[config.mk]
export PLATFORM = sky130hd
export DESIGN_NAME = json_string_unescaper
export DESIGN_NICKNAME = d
export VERILOG_FILES = /design/src/rtl/jsu_pkg.sv /design/src/rtl/jsu_decode.sv /design/src/rtl/json_string_unescaper.sv
export SDC_FILE = /design/constraint.sdc
export NUM_CORES = 1
export LEC_CHECK = 0
export ABC_AREA = 1
export BUFFER_PORTS_ARGS = -buffer_cell sky130_fd_sc_hd__buf_2
export CORE_MARGIN = 2
export CORE_UTILIZATION = 46
export DETAILED_ROUTE_END_ITERATION = 16
export GPL_TIMING_DRIVEN = 0
export PLACE_DENSITY = 0.66
export SYNTH_ARGS = -nofsm -noshare
export SYNTH_HDL_FRONTEND = slang
export SYNTH_SLANG_ARGS = --single-unit
[constraint.sdc]
create_clock -name clk -period 2.7 [get_ports clk]
set_input_delay 0.27 -clock clk [delete_from_list [all_inputs] [get_ports clk]]
set_output_delay 0.27 -clock clk [all_outputs]
set_load 0.03 [all_outputs]
[src/rtl/jsu_pkg.sv]
// Shared types, character constants and helper functions for the JSON string unescaper.
package jsu_pkg;

    localparam int CHAR_W  = 21;
    localparam int KIND_W  = 3;
    localparam int HEX_W   = 16;
    localparam int HEXCNT_W = 2;

    typedef logic [CHAR_W-1:0] char_t;

    typedef enum logic [3:0] {
        PH_IDLE = 4'b0001,
        PH_BODY = 4'b0010,
        PH_ESC  = 4'b0100,
        PH_HEX  = 4'b1000
    } phase_t;

    typedef enum logic [KIND_W-1:0] {
        K_CHAR      = 3'd0,
        K_END       = 3'd1,
        K_BAD_START = 3'd2,
        K_BAD_ESC   = 3'd3,
        K_BAD_HEX   = 3'd4,
        K_UNTERM    = 3'd5
    } kind_t;

    typedef struct packed {
        phase_t                phase;
        logic [HEXCNT_W-1:0]   hex_cnt;
        logic [HEX_W-1:0]      hex_acc;
    } dec_state_t;

    typedef struct packed {
        logic   emit;
        kind_t  kind;
        char_t  value;
    } dec_result_t;

    localparam char_t CH_NUL   = 21'h00;
    localparam char_t CH_QUOTE = 21'h22;
    localparam char_t CH_BSL   = 21'h5C;
    localparam char_t CH_SLASH = 21'h2F;
    localparam char_t CH_B     = 21'h62;
    localparam char_t CH_T     = 21'h74;
    localparam char_t CH_N     = 21'h6E;
    localparam char_t CH_F     = 21'h66;
    localparam char_t CH_R     = 21'h72;
    localparam char_t CH_U     = 21'h75;
    localparam char_t CH_0     = 21'h30;
    localparam char_t CH_9     = 21'h39;
    localparam char_t CH_LA    = 21'h61;
    localparam char_t CH_LF    = 21'h66;
    localparam char_t CH_UA    = 21'h41;
    localparam char_t CH_UF    = 21'h46;

    localparam char_t CTRL_BS  = 21'h08;
    localparam char_t CTRL_TAB = 21'h09;
    localparam char_t CTRL_LF  = 21'h0A;
    localparam char_t CTRL_FF  = 21'h0C;
    localparam char_t CTRL_CR  = 21'h0D;

    // Bit 4 set means the character is not a hex digit.
    function automatic logic [4:0] hex_digit_of(char_t c);
        char_t d;
        logic [4:0] r;
        r = 5'h10;
        d = '0;
        if (c >= CH_0 && c <= CH_9) begin
            d = c - CH_0;
            r = d[4:0];
        end
        else if (c >= CH_LA && c <= CH_LF) begin
            d = c - CH_LA + 21'd10;
            r = d[4:0];
        end
        else if (c >= CH_UA && c <= CH_UF) begin
            d = c - CH_UA + 21'd10;
            r = d[4:0];
        end
        return r;
    endfunction

endpackage

[src/rtl/jsu_decode.sv]
// Next-state and result logic for one character of a quoted JSON string.
module jsu_decode (
    input  jsu_pkg::dec_state_t  cur,
    input  jsu_pkg::char_t       code,
    output jsu_pkg::dec_state_t  nxt,
    output jsu_pkg::dec_result_t res
);

    logic [4:0]               hv;
    logic [jsu_pkg::HEX_W-1:0] acc_new;

    assign hv      = jsu_pkg::hex_digit_of(code);
    assign acc_new = {cur.hex_acc[jsu_pkg::HEX_W-5:0], hv[3:0]};

    always_comb
    begin
        nxt       = cur;
        res.emit  = 1'b0;
        res.kind  = jsu_pkg::K_CHAR;
        res.value = '0;
        unique case (cur.phase)
            jsu_pkg::PH_IDLE:
            begin
                if (code == jsu_pkg::CH_QUOTE) begin
                    nxt.phase = jsu_pkg::PH_BODY;
                end
                else begin
                    res.emit = 1'b1;
                    res.kind = jsu_pkg::K_BAD_START;
                end
            end
            jsu_pkg::PH_BODY:
            begin
                if (code == jsu_pkg::CH_QUOTE) begin
                    nxt.phase = jsu_pkg::PH_IDLE;
                    res.emit  = 1'b1;
                    res.kind  = jsu_pkg::K_END;
                end
                else if (code == jsu_pkg::CH_NUL) begin
                    nxt.phase = jsu_pkg::PH_IDLE;
                    res.emit  = 1'b1;
                    res.kind  = jsu_pkg::K_UNTERM;
                end
                else if (code == jsu_pkg::CH_BSL) begin
                    nxt.phase = jsu_pkg::PH_ESC;
                end
                else begin
                    res.emit  = 1'b1;
                    res.value = code;
                end
            end
            jsu_pkg::PH_ESC:
            begin
                nxt.phase = jsu_pkg::PH_BODY;
                res.emit  = 1'b1;
                case (code)
                    jsu_pkg::CH_NUL:
                    begin
                        nxt.phase = jsu_pkg::PH_IDLE;
                        res.kind  = jsu_pkg::K_UNTERM;
                    end
                    jsu_pkg::CH_QUOTE, jsu_pkg::CH_BSL, jsu_pkg::CH_SLASH:
                        res.value = code;
                    jsu_pkg::CH_B: res.value = jsu_pkg::CTRL_BS;
                    jsu_pkg::CH_T: res.value = jsu_pkg::CTRL_TAB;
                    jsu_pkg::CH_N: res.value = jsu_pkg::CTRL_LF;
                    jsu_pkg::CH_F: res.value = jsu_pkg::CTRL_FF;
                    jsu_pkg::CH_R: res.value = jsu_pkg::CTRL_CR;
                    jsu_pkg::CH_U:
                    begin
                        nxt.phase   = jsu_pkg::PH_HEX;
                        nxt.hex_cnt = '0;
                        nxt.hex_acc = '0;
                        res.emit    = 1'b0;
                    end
                    default:
                    begin
                        nxt.phase = jsu_pkg::PH_IDLE;
                        res.kind  = jsu_pkg::K_BAD_ESC;
                    end
                endcase
            end
            jsu_pkg::PH_HEX:
            begin
                if (code == jsu_pkg::CH_NUL) begin
                    nxt.phase   = jsu_pkg::PH_IDLE;
                    nxt.hex_cnt = '0;
                    nxt.hex_acc = '0;
                    res.emit    = 1'b1;
                    res.kind    = jsu_pkg::K_UNTERM;
                end
                else if (hv[4]) begin
                    nxt.phase   = jsu_pkg::PH_IDLE;
                    nxt.hex_cnt = '0;
                    nxt.hex_acc = '0;
                    res.emit    = 1'b1;
                    res.kind    = jsu_pkg::K_BAD_HEX;
                end
                else if (cur.hex_cnt == '1) begin
                    nxt.phase   = jsu_pkg::PH_BODY;
                    nxt.hex_cnt = '0;
                    nxt.hex_acc = '0;
                    res.emit    = 1'b1;
                    res.value   = {{(jsu_pkg::CHAR_W-jsu_pkg::HEX_W){1'b0}}, acc_new};
                end
                else begin
                    nxt.hex_cnt = cur.hex_cnt + 1'b1;
                    nxt.hex_acc = acc_new;
                end
            end
            default:
            begin
                nxt.phase   = jsu_pkg::PH_IDLE;
                nxt.hex_cnt = '0;
                nxt.hex_acc = '0;
            end
        endcase
    end

endmodule

[src/rtl/json_string_unescaper.sv]
// Top level of the JSON string unescaper: input register, decoder and result register.
//
// One character code point enters per transfer on the char channel (char_valid,
// char_ready, char_code). The block expects an opening quote, then decodes the
// string body and its escapes, including the four-digit u escape. Each character
// gives at most one result on the result channel (result_valid, result_ready,
// kind, char_value): a decoded character, a string end, or an error code. Errors
// and string ends return the block to waiting for an opening quote.
// A character is first held in the input register; its result is written into
// the result register when the character leaves it. One character is taken
// every cycle while results are being drained, since the decoder is a single
// level of logic between the input register and the result register.
// When the receiver stalls, the result register holds its item and the input
// register holds the next character that would produce a result; the stall then
// reaches char_ready. Characters that give no result still pass through.
// Reset clears both registers' valid flags and the decoder state, leaving the
// block idle and awaiting an opening quote.
module json_string_unescaper (
    input  logic                     clk,
    input  logic                     rst_n,
    input  logic                     char_valid,
    output logic                     char_ready,
    input  logic [jsu_pkg::CHAR_W-1:0] char_code,
    output logic                     result_valid,
    input  logic                     result_ready,
    output logic [jsu_pkg::KIND_W-1:0] kind,
    output logic [jsu_pkg::CHAR_W-1:0] char_value
);

    logic                 in_valid_reg;
    jsu_pkg::char_t       in_char_reg;
    jsu_pkg::dec_state_t  state_reg;
    jsu_pkg::dec_state_t  state_next;
    jsu_pkg::dec_result_t res;
    logic                 out_valid_reg;
    jsu_pkg::kind_t       out_kind_reg;
    jsu_pkg::char_t       out_value_reg;
    logic                 out_free;
    logic                 advance;

    jsu_decode u_decode (
        .cur  (state_reg),
        .code (in_char_reg),
        .nxt  (state_next),
        .res  (res)
    );

    assign out_free   = !out_valid_reg || result_ready;
    assign advance    = in_valid_reg && (!res.emit || out_free);
    assign char_ready = !in_valid_reg || advance;

    always_ff @(posedge clk or negedge rst_n)
    begin
        if (!rst_n) begin
            in_valid_reg <= 1'b0;
            state_reg    <= '{phase: jsu_pkg::PH_IDLE, hex_cnt: '0, hex_acc: '0};
            out_valid_reg <= 1'b0;
        end
        else begin
            if (char_ready) begin
                in_valid_reg <= char_valid;
            end
            if (advance) begin
                state_reg <= state_next;
            end
            if (advance && res.emit) begin
                out_valid_reg <= 1'b1;
            end
            else if (result_ready) begin
                out_valid_reg <= 1'b0;
            end
        end
    end

    always_ff @(posedge clk)
    begin
        if (char_ready && char_valid) begin
            in_char_reg <= char_code;
        end
        if (advance && res.emit) begin
            out_kind_reg  <= res.kind;
            out_value_reg <= res.value;
        end
    end

    assign result_valid = out_valid_reg;
    assign kind         = out_kind_reg;
    assign char_value   = out_value_reg;

    // A hex digit count or partial code only exists while gathering hex digits.
    a_hex_cnt_phase: assert property (@(posedge clk) disable iff (!rst_n)
        (state_reg.hex_cnt != '0) |-> (state_reg.phase == jsu_pkg::PH_HEX))
        else $error("hex digit count outside hex phase");

    a_hex_acc_phase: assert property (@(posedge clk) disable iff (!rst_n)
        (state_reg.hex_acc != '0) |-> (state_reg.phase == jsu_pkg::PH_HEX))
        else $error("hex accumulator outside hex phase");

    // Every end or error result leaves the decoder idle.
    a_end_to_idle: assert property (@(posedge clk) disable iff (!rst_n)
        (advance && res.emit && res.kind != jsu_pkg::K_CHAR)
        |=> (state_reg.phase == jsu_pkg::PH_IDLE))
        else $error("decoder not idle after end or error");

    // Non-character results carry a zero value.
    a_value_zero: assert property (@(posedge clk) disable iff (!rst_n)
        (out_valid_reg && out_kind_reg != jsu_pkg::K_CHAR) |-> (out_value_reg == '0))
        else $error("non-character result with non-zero value");

    // A new result is never written over one still waiting for its transfer.
    a_no_overwrite: assert property (@(posedge clk) disable iff (!rst_n)
        (out_valid_reg && !result_ready) |-> !(advance && res.emit))
        else $error("result register overwritten while stalled");

endmodule
==> flow_summary_export.csv, run 1 <==
group,metric,value,unit
run_status,outcome,"finished, final reports clean",
place,dp_cells,582,
global_routing,grt_pass1_vias,3106,
timing,min_period,2.59,ns
yosys,yosysSeqAreaShare,0.497,
die,dieHeight,94.0,µm
route,first_iter_violations,245,
yosys,synth_nets,460,
setup_path,cp_common_cell,"nand2_2",
cells_and_area,final_cell_mix,"nand2_1, nor2_1, buf_2, edfxtp_1, inv_1",
yosys,synthFlopType,"edfxtp_1",
setup_path,end_kind,"primary output",
timing,final.period_utilization,0.960,
die,die_area,8830,µm²
cells_and_area,fillers,713,
clock_network,clkSlewWorstSetupHoldPaths,0.07,ns
route,firstDrtPassIters,5,
setup_path,crit_fanout,6,
die,io-pin-count,51,
clock_network,clkLatencyLatePin,0.34,ns
setup_path,crit_required,2.43,ns
clock_network,clk_path_buf_depth,2,
global_routing,track_usage,0.226,
timing,tightest_slew,0.714,ns
cells_and_area,area_growth,19.2,%
yosys,synth_cell_types,38,
cells_and_area,n_antenna_cell,0,
cells_and_area,final_cell_count_no_fill,611,
global_routing,grt_overflow_total,0,
route,drt_wl_total,9140,µm
route,drc,0,
yosys,synth_seq_cells,65,
timing,final_max_slew_viol_count,0,
cells_and_area,fin_nets,534,
die,initial_utilization,0.480,
clock_network,clock_sinks,65,
power,cellPowerDensity,767,nW/µm²
place,dpl.hpwl,6400,µm
setup_path,max_stage_delay,0.52,ns
timing,slew_headroom,0.520,
place,routabilityCongestion,0.915,
cells_and_area,post-route-util,0.572,
route,dr_total_vias,3217,
die,fp-row-count,32,
cells_and_area,final_common_cell,"nand2_1",
cells_and_area,final_layout_size_suffix_gt1_frac,0.273,
clock_network,tritoncts,"done",
place,portBuffers,50,
flow_run,maxCapViolCount,0,
timing,final.setup.tns,0,ns
route,wire_per_inst,15.0,µm
route,vias_per_cell,5.27,
power,ir_worst_vdd,0.495,mV
yosys,synthArstFlopShare,0.308,
setup_path,cp_num_buf_inv,1,
global_routing,antenna_found_initial,0,
power,power_leakage,0.00201,µW
setup_path,crit_slowest_cell,"edfxtp_1",
timing,hold_viol_final,0,
setup_path,cp-start-kind,"flop",
setup_path,path_class,"flop to primary output",
global_routing,grt_first_pass_wirelength,15200,µm
die,core,7770,µm²
timing,finClkSkew,0.00750,ns
setup_path,cp.arrival,2.32,ns
die,die_w,94.0,µm
clock_network,cts-htree-levels,3,
yosys,synth_edf_count,45,
yosys,avgSynthCellArea,8.66,µm²
yosys,netlist_area,3720,µm²
min_path,min_path_type,"primary input to flop",
yosys,yosysWarnings,0,
timing,finalSetupViolCount,0,
setup_path,cp_top_family,"simple AND/OR/NAND/NOR gates",
yosys,syn_inst,430,
clock_network,cts_root_buf,"clkbuf_8",
timing,fmax,0.386,GHz
global_routing,grt_max_degree,21,
clock_network,cts_buffers,9,
timing,rsz0062_at_grt,"yes",
route,antenna_left,0,
setup_path,crit_chain,"nor2_1, nand2_1, nor2_4, and2_1, nand3_1, nand2_1, nand3_2, nand2_2, nand2_2, nand2_2, nand3_2, buf_4",
[where the power goes]
part	leakage (µW)	switching [µW]	internal, µW
Clock	0.0000978	375	412
Combinational	0.00121	867	366
Sequential	0.000705	80.0	1300
Total	0.00201	1320	2080
[synthesized netlist by cell type, drive strengths merged (5+ instances only)]
master	number	area, µm²
dfrtp	19	475
nor2	68	309
nand2	126	518
inv	48	180
nand4	23	163
ha	5	62.6
a21oi	7	42.5
o21ai	18	90.1
nor3	6	51.3
edfxtp	45	1350
buf	10	101
nand3	43	280
[timing repair]
item	in CTS	in global routing
endpoints found under the hold margin	19	0
cloned	2	0
resized for setup	3	7
setup buffers	10	0
setup endpoints to repair	46	55
hold buffers	1	0
[metrics by stage]
stage / cell area, µm² / hold WS (ns) / power (µW) / worst slack, ns
3_5_place_dp: 4110 / 0.250 / 2530 / -0.309
6_report: 4440 / 0.0967 / 3400 / 0.108
2_1_floorplan: 3730 / -0.0256 / 2220 / 0.0267
4_1_cts: 4430 / 0.0877 / 3410 / 0.0377
3_3_place_gp: 4110 / 0.248 / 2520 / -0.286
5_1_grt: 4440 / 0.0857 / 3590 / -0.0681
[cell families (layout without fill, tap and decap cells)]
logic type	Yosys count	count (layout)	share of synthesized area
AO/OA/AOI/OAI	33	33	0.0507
adder cells (fa/ha/maj)	5	5	0.0168
buffers and inverters	60	139	0.0786
flip-flops	65	65	0.497
AND/OR/NAND/NOR	267	267	0.356
[area by class of cell]
cell class                 count  area [µm²]  share of cell area
sequential                    65        1850               0.417
multi-input combinational    305        1590               0.358
timing repair buffer          61         363              0.0817
inverter                      48         188              0.0423
clock buffer                  12         166              0.0375
tap                          102         128              0.0287
buffer                        12         113              0.0254
clock inverter                 4        23.8             0.00535
timing repair inverter         2        15.0             0.00338
[routing by layer]
metal,up-vias,track usage,share of wire
met3,16,0.0409,0.062
li1,1580,-,-
met1,1496,0.298,0.43
met5,-,0,0
met4,0,0.0966,0.019
met2,125,0.366,0.48
[path summary, 6_finish.rpt]
path,startpoint,to,slack (ns),depth (start not counted)
max,in_char_reg[16],char_ready,0.11,12
min,char_code[15],in_char_reg[15],0.1,1
max reg2reg,in_char_reg[1],char_value[13],0.16,14
min reg2reg,state_reg[6],state_reg[6],0.48,2
max in group asynchronous,rst_n,state_reg[18],1.94,2
min in group asynchronous,rst_n,state_reg[16],0.41,2
No activity file was read; power rests on OpenSTA's default activity.
==> run 2: changes to the inputs <==
Settings changed: ABC_AREA 1 to 0, PLACE_DENSITY 0.66 to 0.68.
==> flow_summary_export.csv, run 2 <==
group,metric,value,unit
clock_network,cts-htree-levels,3,
timing,setup_ws,-0.484,ns
yosys,synthTopCellsByArea,"edfxtp_1, dfrtp_1, mux2_1",
clock_network,cts_buffers,9,
route,firstDrtPassIters,5,
die,core,7140,µm²
clock_network,clk_path_buf_depth,2,
yosys,netlist_area,3330,µm²
power,total_power,4260,µW
setup_path,end_kind,"flop",
die,dieHeight,89.1,µm
setup_path,crit_required,2.93,ns
yosys,synth_cell_types,64,
yosys,synth_top_area_share,0.406,
power,cellPowerDensity,903,nW/µm²
global_routing,grt_first_pass_wirelength,13300,µm
die,die_w,89.1,µm
die,fp-row-count,31,
yosys,synthArstFlopShare,0.308,
die,initial_utilization,0.467,
power,ir_worst_vdd,0.431,mV
setup_path,cp_top_family,"simple AND/OR/NAND/NOR gates",
timing,hold_viol_final,0,
run_status,failed_checks,"negative setup slack",
setup_path,ff2ff_path_depth,9,
route,wire_per_inst,18.1,µm
setup_path,cp_common_cell,"buf_6",
timing,tightest_slew,0.804,ns
yosys,synth_seq_cells,65,
min_path,min_to,"in_char_reg[13]",
global_routing,grt_max_degree,21,
yosys,syn_inst,282,
clock_network,clkSlewWorstSetupHoldPaths,0.08,ns
yosys,synth_edf_count,45,
yosys,netlist_top_cells_count,"edfxtp_1, nor2_1, dfrtp_1",
clock_network,cts_root_buf,"clkbuf_8",
setup_path,cp_num_buf_inv,2,
cells_and_area,final_common_cell,"buf_2",
yosys,yosysSeqAreaShare,0.557,
setup_path,max_stage_delay,0.50,ns
place,dpl.hpwl,5140,µm
setup_path,crit_chain,"nor4_4, and4_1, buf_6, a31oi_4, or4b_1, o31a_1, nor3_4, buf_6, mux2_4",
clock_network,clock_sinks,65,
setup_path,crit_fanout,5,
cells_and_area,area_growth,41.7,%
power,power_leakage,0.00193,µW
cells_and_area,n_antenna_cell,0,
timing,final.period_utilization,1.18,
global_routing,antenna_found_initial,0,
die,io-pin-count,51,
route,first_iter_violations,252,
clock_network,tritoncts,"done",
place,routabilityCongestion,0.922,
cells_and_area,fin_nets,420,
min_path,min_path_type,"primary input to flop",
timing,finClkSkew,0.00929,ns
die,die_area,7930,µm²
run_status,outcome,"finished with violations",
yosys,synthFlopType,"edfxtp_1",
setup_path,crit_slowest_cell,"or4b_1",
setup_path,path_class,"flop to flop",
cells_and_area,final_layout_size_suffix_gt1_frac,0.461,
route,drc,0,
setup_path,cp.arrival,3.41,ns
flow_run,maxCapViolCount,0,
timing,final_max_slew_viol_count,0,
clock_network,clkLatencyLatePin,0.34,ns
yosys,yosysWarnings,0,
cells_and_area,fillers,521,
route,antenna_left,0,
setup_path,r2r-start,"in_char_reg[9]",
setup_path,r2r-end,"state_reg[8]",
timing,slew_headroom,0.463,
yosys,synth_nets,312,
setup_path,regToRegSetupSlack,-0.48,ns
global_routing,grt_pass1_vias,2524,
timing,fmax,0.314,GHz
route,vias_per_cell,5.64,
global_routing,grt_overflow_total,0,
timing,holdWs,0.102,ns
timing,finalSetupViolCount,80,
global_routing,track_usage,0.227,
timing,rsz0062_at_grt,"yes",
route,drt_wl_total,8940,µm
timing,min_period,3.18,ns
setup_path,cp-start-kind,"flop",
yosys,synth_top_cell_by_area,"edfxtp_1",
min_path,hp-start,"char_code[13]",
route,dr_total_vias,2785,
yosys,avgSynthCellArea,11.8,µm²
yosys,synth.most_common_cell,"edfxtp_1",
min_path,hold_depth,1,
place,portBuffers,50,
cells_and_area,final_cell_mix,"buf_2, edfxtp_1, buf_4, nor2_1, dfrtp_1",
run 2: changes by cell type after synthesis, sizes merged, moves of 5 or more:
cell	previous run	this run
inv	48	14
nand3	43	4
mux2	0	18
a22o	0	11
nand4	23	1
nand2	126	16
and2	1	8
o21ai	18	8
nand3b	0	5
nor2	68	26
clkbuf	2	8
run 2: how the worst max path moves through the flow:
stage | start | end | slack (ns) | depth (start not counted)
floorplan | in_char_reg[3] | in_char_reg[0] | -0.20 | 9
global placement | in_char_reg[1] | char_value[11] | -0.68 | 9
detailed placement | in_char_reg[1] | char_value[9] | -0.71 | 9
CTS | in_char_reg[13] | state_reg[7] | -0.41 | 9
global route | in_char_reg[9] | state_reg[6] | -0.60 | 9
finish | in_char_reg[9] | state_reg[8] | -0.48 | 9
run 2: cell type report:
type	instances	area, µm²	share of cell area
flip-flops and latches	65	1850	0.393
clock buffers	10	128	0.0270
well taps	99	124	0.0263
clock inverters	6	115	0.0244
inverters	14	52.6	0.0111
multi-input cells	193	1690	0.358
plain buffers	12	95.1	0.0202
repair buffers	95	661	0.140
run 2: kinds of logic after synthesis:
| logic type | share of synthesized area |
|---|---|
| AO/OA/AOI/OAI | 0.129 |
| XOR/XNOR | 0.00789 |
| adder cells (fa/ha/maj) | 0.0188 |
| buffers and inverters | 0.0365 |
| flip-flops | 0.557 |
| multiplexers | 0.0639 |
| AND/OR/NAND/NOR | 0.187 |
run 2: timing repair:
item                                   4_1_cts  5_1_grt
resized for setup                           55       19
gates cloned                                 5        2
hold buffers                                 1        0
setup buffers                               24       18
setup endpoints to repair                   85       84
pin swaps                                   12        8
endpoints found under the hold margin       19        0
run 2: report_power, final:
part / internal, µW / switching (µW) / total [µW]
clock: 619 / 392 / 1010
sequential: 1340 / 93.0 / 1430
combinational: 786 / 1030 / 1810
run 2: metal layers:
layer / GRT usage / share of wire / up-vias
met5: 0 / 0 / -
li1: - / - / 1288
met2: 0.360 / 0.47 / 138
met4: 0.0841 / 0.034 / 0
met3: 0.0452 / 0.061 / 26
met1: 0.313 / 0.44 / 1333
run 2: stage by stage:
stage | setup TNS, ns | instances | utilization | worst slack [ns] | instance area (µm²)
floorplan | -9.69 | 282 | - | -0.202 | 3420
global placement | -42.14 | 431 | 0.532 | -0.676 | 3790
detailed placement | -42.45 | 431 | 0.532 | -0.712 | 3790
CTS | -10.36 | 475 | 0.632 | -0.408 | 4510
global route | -30.31 | 494 | 0.661 | -0.604 | 4720
finish | -22.59 | 494 | 0.661 | -0.484 | 4720
